--- src/hdl/slbs_pkg.sv ---
// ----------------------------------------------------------------------------
// Status LED blink sequencer package
// Shared request and result types, codes and the status color table.
// ----------------------------------------------------------------------------
package slbs_pkg;

    // Error codes carried by a request.
    localparam logic [1:0] ERR_NONE   = 2'd0;
    localparam logic [1:0] ERR_LOCAL  = 2'd1;
    localparam logic [1:0] ERR_REMOTE = 2'd2;
    localparam logic [1:0] ERR_OTHER  = 2'd3;

    // Status codes with a special meaning in the animation.
    localparam logic [2:0] STATUS_AMBER = 3'd0;
    localparam logic [2:0] STATUS_RED   = 3'd1;
    localparam logic [2:0] STATUS_GRN   = 3'd2;

    // Last phase of each animation cycle.
    localparam logic [3:0] PHASE_LAST_OK  = 4'd2;
    localparam logic [3:0] PHASE_LAST_ERR = 4'd12;

    // Prescaler reset value.
    localparam logic [7:0] TICK_DIVIDE_RESET = 8'd4;

    // Color levels.
    localparam logic [7:0] LVL_FULL  = 8'hff;
    localparam logic [7:0] LVL_AMBER = 8'h5f;
    localparam logic [7:0] LVL_OFF   = 8'h00;

    // One request entering the block.
    typedef struct packed {
        logic [2:0] status_code;
        logic [1:0] error_code;
        logic       identify_on;
        logic       tick_strobe;
    } t_led_req;

    // One color written to the LED.
    typedef struct packed {
        logic [7:0] red_level;
        logic [7:0] green_level;
        logic [7:0] blue_level;
    } t_led_rgb;

    // Result of the sequencer for one request.
    typedef struct packed {
        logic     written;
        t_led_rgb rgb;
    } t_anim_result;

    localparam t_led_rgb RGB_BLACK   = '{LVL_OFF,  LVL_OFF,  LVL_OFF};
    localparam t_led_rgb RGB_RED     = '{LVL_FULL, LVL_OFF,  LVL_OFF};
    localparam t_led_rgb RGB_GREEN   = '{LVL_OFF,  LVL_FULL, LVL_OFF};
    localparam t_led_rgb RGB_BLUE    = '{LVL_OFF,  LVL_OFF,  LVL_FULL};
    localparam t_led_rgb RGB_MAGENTA = '{LVL_FULL, LVL_OFF,  LVL_FULL};
    localparam t_led_rgb RGB_AMBER   = '{LVL_FULL, LVL_AMBER, LVL_OFF};

    // Color shown for each status code.
    function automatic t_led_rgb status_colour(input logic [2:0] status);
        t_led_rgb rgb;
        unique case (status)
            3'd0:    rgb = RGB_AMBER;
            3'd1:    rgb = RGB_RED;
            3'd2:    rgb = RGB_GREEN;
            3'd3:    rgb = RGB_RED;
            3'd4:    rgb = RGB_GREEN;
            default: rgb = RGB_BLACK;
        endcase
        return rgb;
    endfunction

endpackage

--- src/hdl/status_led_blink_sequencer.sv ---
// ----------------------------------------------------------------------------
// Status LED blink sequencer
// Turns status, error and identify codes plus a tick strobe into LED colors.
// ----------------------------------------------------------------------------
// The block takes one request per clock cycle while o_stall is low. A request
// is worked out in the cycle it is accepted; its color, if the phase writes
// one, goes to the result register that drives the output, or to the skid
// register behind it while the output stalls, so requests keep flowing;
// o_stall rises only when both registers hold colors. Requests without a
// tick, or whose tick does not complete the prescaler, give no color. The
// user must write tick_divide through the configuration port only while no
// request is in flight; the block does not enforce this. tick_divide resets to 4.
module status_led_blink_sequencer
    import slbs_pkg::*;
(
    input  logic       i_clk,
    input  logic       i_rst_n,
    // Request channel
    input  logic       i_valid,
    output logic       o_stall,
    input  t_led_req   i_req,
    // Color channel
    output logic       o_valid,
    input  logic       i_stall,
    output t_led_rgb   o_rgb,
    // Configuration write channel
    input  logic       i_cfg_valid,
    output logic       o_cfg_ready,
    input  logic [7:0] i_cfg_data
);

    logic [7:0]   r_tick_divide;
    logic         r_out_valid;
    t_led_rgb     r_out_rgb;
    logic         r_skid_valid;
    t_led_rgb     r_skid_rgb;

    logic         accept;
    logic         out_free;
    logic         push;
    t_anim_result result;

    // Configuration register.
    assign o_cfg_ready = 1'b1;

    always_ff @(posedge i_clk) begin
        if (!i_rst_n) begin
            r_tick_divide <= TICK_DIVIDE_RESET;
        end else if (i_cfg_valid && o_cfg_ready) begin
            r_tick_divide <= i_cfg_data;
        end
    end

    // Request handshake.
    assign o_stall = r_skid_valid;
    assign accept  = i_valid && !o_stall;

    slbs_anim u_anim (
        .i_clk         (i_clk),
        .i_rst_n       (i_rst_n),
        .i_accept      (accept),
        .i_req         (i_req),
        .i_tick_divide (r_tick_divide),
        .o_result      (result)
    );

    // Output register with a skid entry behind it.
    assign out_free = !r_out_valid || !i_stall;
    assign push     = accept && result.written;

    always_ff @(posedge i_clk) begin
        if (!i_rst_n) begin
            r_out_valid  <= 1'b0;
            r_skid_valid <= 1'b0;
        end else begin
            if (r_skid_valid) begin
                if (out_free) begin
                    r_out_valid  <= 1'b1;
                    r_skid_valid <= 1'b0;
                end
            end else if (push) begin
                if (out_free) begin
                    r_out_valid <= 1'b1;
                end else begin
                    r_skid_valid <= 1'b1;
                end
            end else if (out_free) begin
                r_out_valid <= 1'b0;
            end
        end
    end

    // Color data moves with the valid bits above.
    always_ff @(posedge i_clk) begin
        if (r_skid_valid) begin
            if (out_free) begin
                r_out_rgb <= r_skid_rgb;
            end
        end else if (push) begin
            if (out_free) begin
                r_out_rgb <= result.rgb;
            end else begin
                r_skid_rgb <= result.rgb;
            end
        end
    end

    assign o_valid = r_out_valid;
    assign o_rgb   = r_out_rgb;

endmodule

--- src/hdl/slbs_anim.sv ---
// ----------------------------------------------------------------------------
// Status LED animation sequencer
// Holds the prescaler, phase and latched codes, and works out the color
// written by one request in the cycle it is accepted.
// ----------------------------------------------------------------------------
module slbs_anim
    import slbs_pkg::*;
(
    input  logic         i_clk,
    input  logic         i_rst_n,
    input  logic         i_accept,
    input  t_led_req     i_req,
    input  logic [7:0]   i_tick_divide,
    output t_anim_result o_result
);

    logic [7:0] r_tick_count, n_tick_count;
    logic [3:0] r_phase, n_phase;
    logic [2:0] r_last_status;
    logic [1:0] r_last_error;

    logic [3:0] cur_phase;
    logic [7:0] count_inc;
    logic       step;
    logic [3:0] step_phase;
    logic       wr;
    t_led_rgb   rgb;
    t_led_rgb   stat_rgb;

    // A change of status or error restarts the animation.
    assign cur_phase = ((i_req.status_code != r_last_status) ||
                        (i_req.error_code != r_last_error)) ? 4'd0 : r_phase;

    // Prescaler: a tick steps the phase once the count plus one reaches or passes the divide value.
    assign count_inc = r_tick_count + 8'd1;
    assign step      = i_req.tick_strobe && !(count_inc < i_tick_divide);
    assign stat_rgb  = status_colour(i_req.status_code);

    // Color for the current phase and the phase that follows it.
    always_comb begin
        wr         = 1'b0;
        rgb        = RGB_BLACK;
        step_phase = 4'd0;
        if (i_req.error_code == ERR_NONE) begin
            step_phase = (cur_phase >= PHASE_LAST_OK) ? 4'd0 : cur_phase + 4'd1;
            if (cur_phase == 4'd0) begin
                wr  = 1'b1;
                rgb = stat_rgb;
            end else if (cur_phase <= PHASE_LAST_OK) begin
                // The identify flash overrides the off write of phase one.
                if (i_req.identify_on) begin
                    wr  = 1'b1;
                    rgb = RGB_BLUE;
                end else if (cur_phase == 4'd1 &&
                             (i_req.status_code == STATUS_RED ||
                              i_req.status_code == STATUS_GRN)) begin
                    wr  = 1'b1;
                    rgb = RGB_BLACK;
                end
            end
        end else begin
            step_phase = (cur_phase >= PHASE_LAST_ERR) ? 4'd0 : cur_phase + 4'd1;
            unique case (cur_phase)
                4'd0: begin
                    wr  = 1'b1;
                    rgb = stat_rgb;
                end
                4'd1, 4'd3, 4'd5, 4'd7, 4'd12: begin
                    wr  = 1'b1;
                    rgb = RGB_BLACK;
                end
                4'd2, 4'd4: begin
                    wr  = 1'b1;
                    rgb = RGB_RED;
                end
                4'd6: begin
                    wr = 1'b1;
                    unique case (i_req.error_code)
                        ERR_LOCAL:  rgb = RGB_GREEN;
                        ERR_REMOTE: rgb = RGB_BLUE;
                        default:    rgb = RGB_MAGENTA;
                    endcase
                end
                4'd8: begin
                    wr  = i_req.identify_on;
                    rgb = RGB_BLUE;
                end
                default: begin
                    wr  = 1'b0;
                    rgb = RGB_BLACK;
                end
            endcase
        end
    end

    // Next prescaler count and phase.
    always_comb begin
        n_tick_count = r_tick_count;
        n_phase      = cur_phase;
        if (i_req.tick_strobe) begin
            n_tick_count = step ? 8'd0 : count_inc;
        end
        if (step) begin
            n_phase = step_phase;
        end
    end

    assign o_result.written = step && wr;
    assign o_result.rgb     = rgb;

    // Sequencer state, updated once per accepted request.
    always_ff @(posedge i_clk) begin
        if (!i_rst_n) begin
            r_tick_count  <= 8'd0;
            r_phase       <= 4'd0;
            r_last_status <= STATUS_AMBER;
            r_last_error  <= ERR_NONE;
        end else if (i_accept) begin
            r_tick_count  <= n_tick_count;
            r_phase       <= n_phase;
            r_last_status <= i_req.status_code;
            r_last_error  <= i_req.error_code;
        end
    end

endmodule

--- config.mk ---
export PLATFORM = sky130hd
export DESIGN_NAME = status_led_blink_sequencer
export DESIGN_NICKNAME = d
export VERILOG_FILES = /design/src/hdl/slbs_pkg.sv /design/src/hdl/status_led_blink_sequencer.sv /design/src/hdl/slbs_anim.sv
export SDC_FILE = /design/constraint.sdc
export NUM_CORES = 1
export LEC_CHECK = 0
export BUFFER_PORTS_ARGS = -buffer_cell sky130_fd_sc_hd__buf_2
export CAP_MARGIN = 20
export CORE_MARGIN = 10
export CORE_UTILIZATION = 50
export CTS_CLUSTER_DIAMETER = 30
export CTS_CLUSTER_SIZE = 14
export DETAILED_ROUTE_END_ITERATION = 8
export PLACE_DENSITY_LB_ADDON = 0.25
export SYNTH_ARGS = -nofsm -noshare
export SYNTH_HDL_FRONTEND = slang
export SYNTH_SLANG_ARGS = --single-unit
--- constraint.sdc ---
create_clock -name i_clk -period 3 [get_ports i_clk]
set_input_delay 0.45 -clock i_clk [delete_from_list [all_inputs] [get_ports i_clk]]
set_output_delay 0.45 -clock i_clk [all_outputs]
set_load 0.05 [all_outputs]
==> flow_summary.yaml <==
global_route:
  grt_start_max_net_pins: 29
  grtUsageTotal_pct: 12.84
  grt_pass1_wl_um: 8100
  grt_pass1_vias: 1729
  overflow: 0
  antenna_found_initial: 0
synthesis:
  synthTopCellsByCount: "dfxtp_1, nand2_1, buf_4"
  synth_top_cell_by_area: "dfxtp_1"
  synth.distinct_cells: 58
  syn_area_per_cell_um2: 9.035
  syn-num-nets: 301
  synth_area_um2: 2412
  yosysSeqAreaShare_pct: 32.37
  synth_area_leaders: "dfxtp_1, edfxtp_1, ha_1, buf_4, nand2_1"
  yosys.area.top_type_share_pct: 22.41
  synthCells: 267
  async_flop_share_pct: 0
  synth_edf_count: 8
  ys_warn_count: 0
  synth_ff_type: "dfxtp_1"
  ys_seq_elements: 35
sta:
  finalSetupViolCount: 0
  skew_ps: 5.752
  tns_ps: 0
  fin_hold_ws_ps: 381.1
  fmax_ghz: 0.3610
  post-route-min-period_ps: 2770
  rsz0062_at_grt: "no"
  final_hold_viol_count: 0
  post-route-period-util_pct: 92.34
  drv_slew: 0
  timing.final.ws_setup_ps: 229.9
worst_setup_path:
  critical_path_arrival_ps: 2810
  startpoint_type: "flop"
  critPathCaptureType: "flop"
  regToRegSetupSlack_ps: 230
  critPathKind: "reg -> reg"
  r2r_start: "u_anim.r_tick_count[2]$_SDFFE_PN0P_"
  reg2reg_depth: 11
  cp_max_fo: 6
  r2r-end: "o_rgb[13]$_DFFE_PP_"
  cp.required_ps: 3040
cells_and_area:
  syn_to_final_growth_pct: 10.06
  final_cell_count_no_fill: 349
  fin_area_um2: 2655
  layout-drive-gt1-share_pct: 28.47
  fin_nets: 328
  utilization_pct: 56.59
  diodes: 0
die:
  row_count: 25
  die_x_um: 89.46
  start_util_pct: 51.41
  die_area_um2: 8003
  core_um2: 4692
  io_pins: 47
  die_h_um: 89.46
flow_run:
  drv_cap: 0
hold_path:
  worstHoldPathCells: 3
  hold_end: "r_tick_divide[2]$_SDFFE_PN1P_"
  holdCritStartpoint: "i_cfg_data[2]"
  min_path_type: "in -> reg"
routing:
  drcViolationCount: 0
  via_per_inst: 5.507
  dr.first_iter.drc_count: 161
  dr.pass1.iters: 4
  wl_per_cell_um: 14.86
  ant_nets: 0
  vias: 1922
  routed_wl_um: 5185
power_and_ir_drop:
  leakagePower_nw: 1.152
  power_per_cell_area_nw_per_um2: 370.0
  vdd_ir_drop_max_mv: 0.1878
  power_mw: 0.9824
placed_design:
  hpwl_um: 3911
  dpl.cell_count: 340
  place.gp.congestion: 0.9070
  numPortBuffers: 45
  dp_slack_ps: 58.38
  post_dp_cell_area_um2: 2525
cts:
  clk_pin_slew_ps: 70
  clockBufferDepth: 2
  cts-root-buf: "clkbuf_8"
  cts_made_buffers: 5
  clock-sinks: 35
  h-tree-depth: 2
  clk-insertion-delay-late_ps: 280
  cts_tree: "built"
run_status:
  outcome: "completed"
==> cell families after synthesis <==
kind of cell / after synthesis / share of synthesized area, %
simple gates: 84 / 19.19
compound gates: 61 / 18.15
buf+inv: 46 / 11.51
flops: 35 / 32.37
fa+ha+maj: 14 / 7.261
xor+xnor: 14 / 6.172
mux: 12 / 5.187
other cells: 1 / 0.1555
==> critical path: stages (launching register included) <==
cell	delay, ps
dfxtp_2	370
and3_2	230
and3_2	230
nand3_1	140
xnor2_2	170
ha_1	300
a21o_1	210
a211oi_2	210
o21ai_2	120
and2_4	200
a41oi_4	250
a21oi_2	100
==> timing repair <==
item,in CTS,in global routing
hold buffers,0,0
resized for setup,0,11
buffers inserted,0,1
endpoints found under the setup margin,0,15
==> power by group <==
part / switching, mW / leakage (nW) / internal [mW]
clock: 0.168 / 0.0403 / 0.158
sequential: 0.00832 / 0.299 / 0.494
combinational: 0.0898 / 0.813 / 0.0638
==> layout make-up <==
class / instances / area, um^2
clock buffer: 6 / 72.57
clock inverter: 2 / 7.507
fill: 439 / 2037
inverter: 14 / 52.55
multi-input combinational: 186 / 1394
sequential: 35 / 783.3
tap: 54 / 67.56
timing repair buffer: 52 / 277.8
==> sequential cells by signal, indices dropped and copies added (netlist names) <==
| signal | count |
|---|---|
| o_stall | 1 |
| r_skid_rgb | 4 |
| r_tick_divide | 8 |
| u_anim.r_last_status | 3 |
| o_valid | 1 |
| u_anim.r_phase | 4 |
| u_anim.r_tick_count | 8 |
| u_anim.r_last_error | 2 |
| o_rgb | 4 |
==> worst max path at each step <==
stage                                              startpoint                       end  slack (ps)  cells after the start
after floorplan           u_anim.r_tick_count[2]$_SDFFE_PN0P_  r_skid_rgb[13]$_DFFE_PP_         170                     11
after detailed placement  u_anim.r_tick_count[2]$_SDFFE_PN0P_        o_rgb[6]$_DFFE_PP_          60                     11
after CTS                 u_anim.r_tick_count[2]$_SDFFE_PN0P_       o_rgb[13]$_DFFE_PP_          20                     11
after global routing      u_anim.r_tick_count[2]$_SDFFE_PN0P_       o_rgb[14]$_DFFE_PP_          40                     11
final                     u_anim.r_tick_count[2]$_SDFFE_PN0P_       o_rgb[13]$_DFFE_PP_         230                     11
after global placement                               i_req[3]       o_rgb[13]$_DFFE_PP_         190                     12
==> per-layer routing <==
| layer | track usage, % | wire, um | vias to the layer above |
|---|---|---|---|
| li1 | - | - | 970 |
| met1 | 16.33 | 2396 | 865 |
| met2 | 19.74 | 2209 | 78 |
| met3 | 3.737 | 495 | 9 |
| met4 | 5.347 | 84 | 0 |
| met5 | 0 | 0 | - |
==> cell usage in the layout (no fill, tap or decap), types with 5 or more instances in the layout <==
cell type  instances
a21oi_1            7
buf_4              7
buf_2             45
dfxtp_1           25
mux2i_1            8
nand3_1           14
inv_1             13
nand2_1           27
edfxtp_1           8
a21o_1             5
nor2_1             7
clkbuf_8           5
a21boi_0           9
ha_1              14
xnor2_1            7
a21boi_1           5
nor2b_1           12
o21ai_0            8
(Power assumes the default switching activity.)
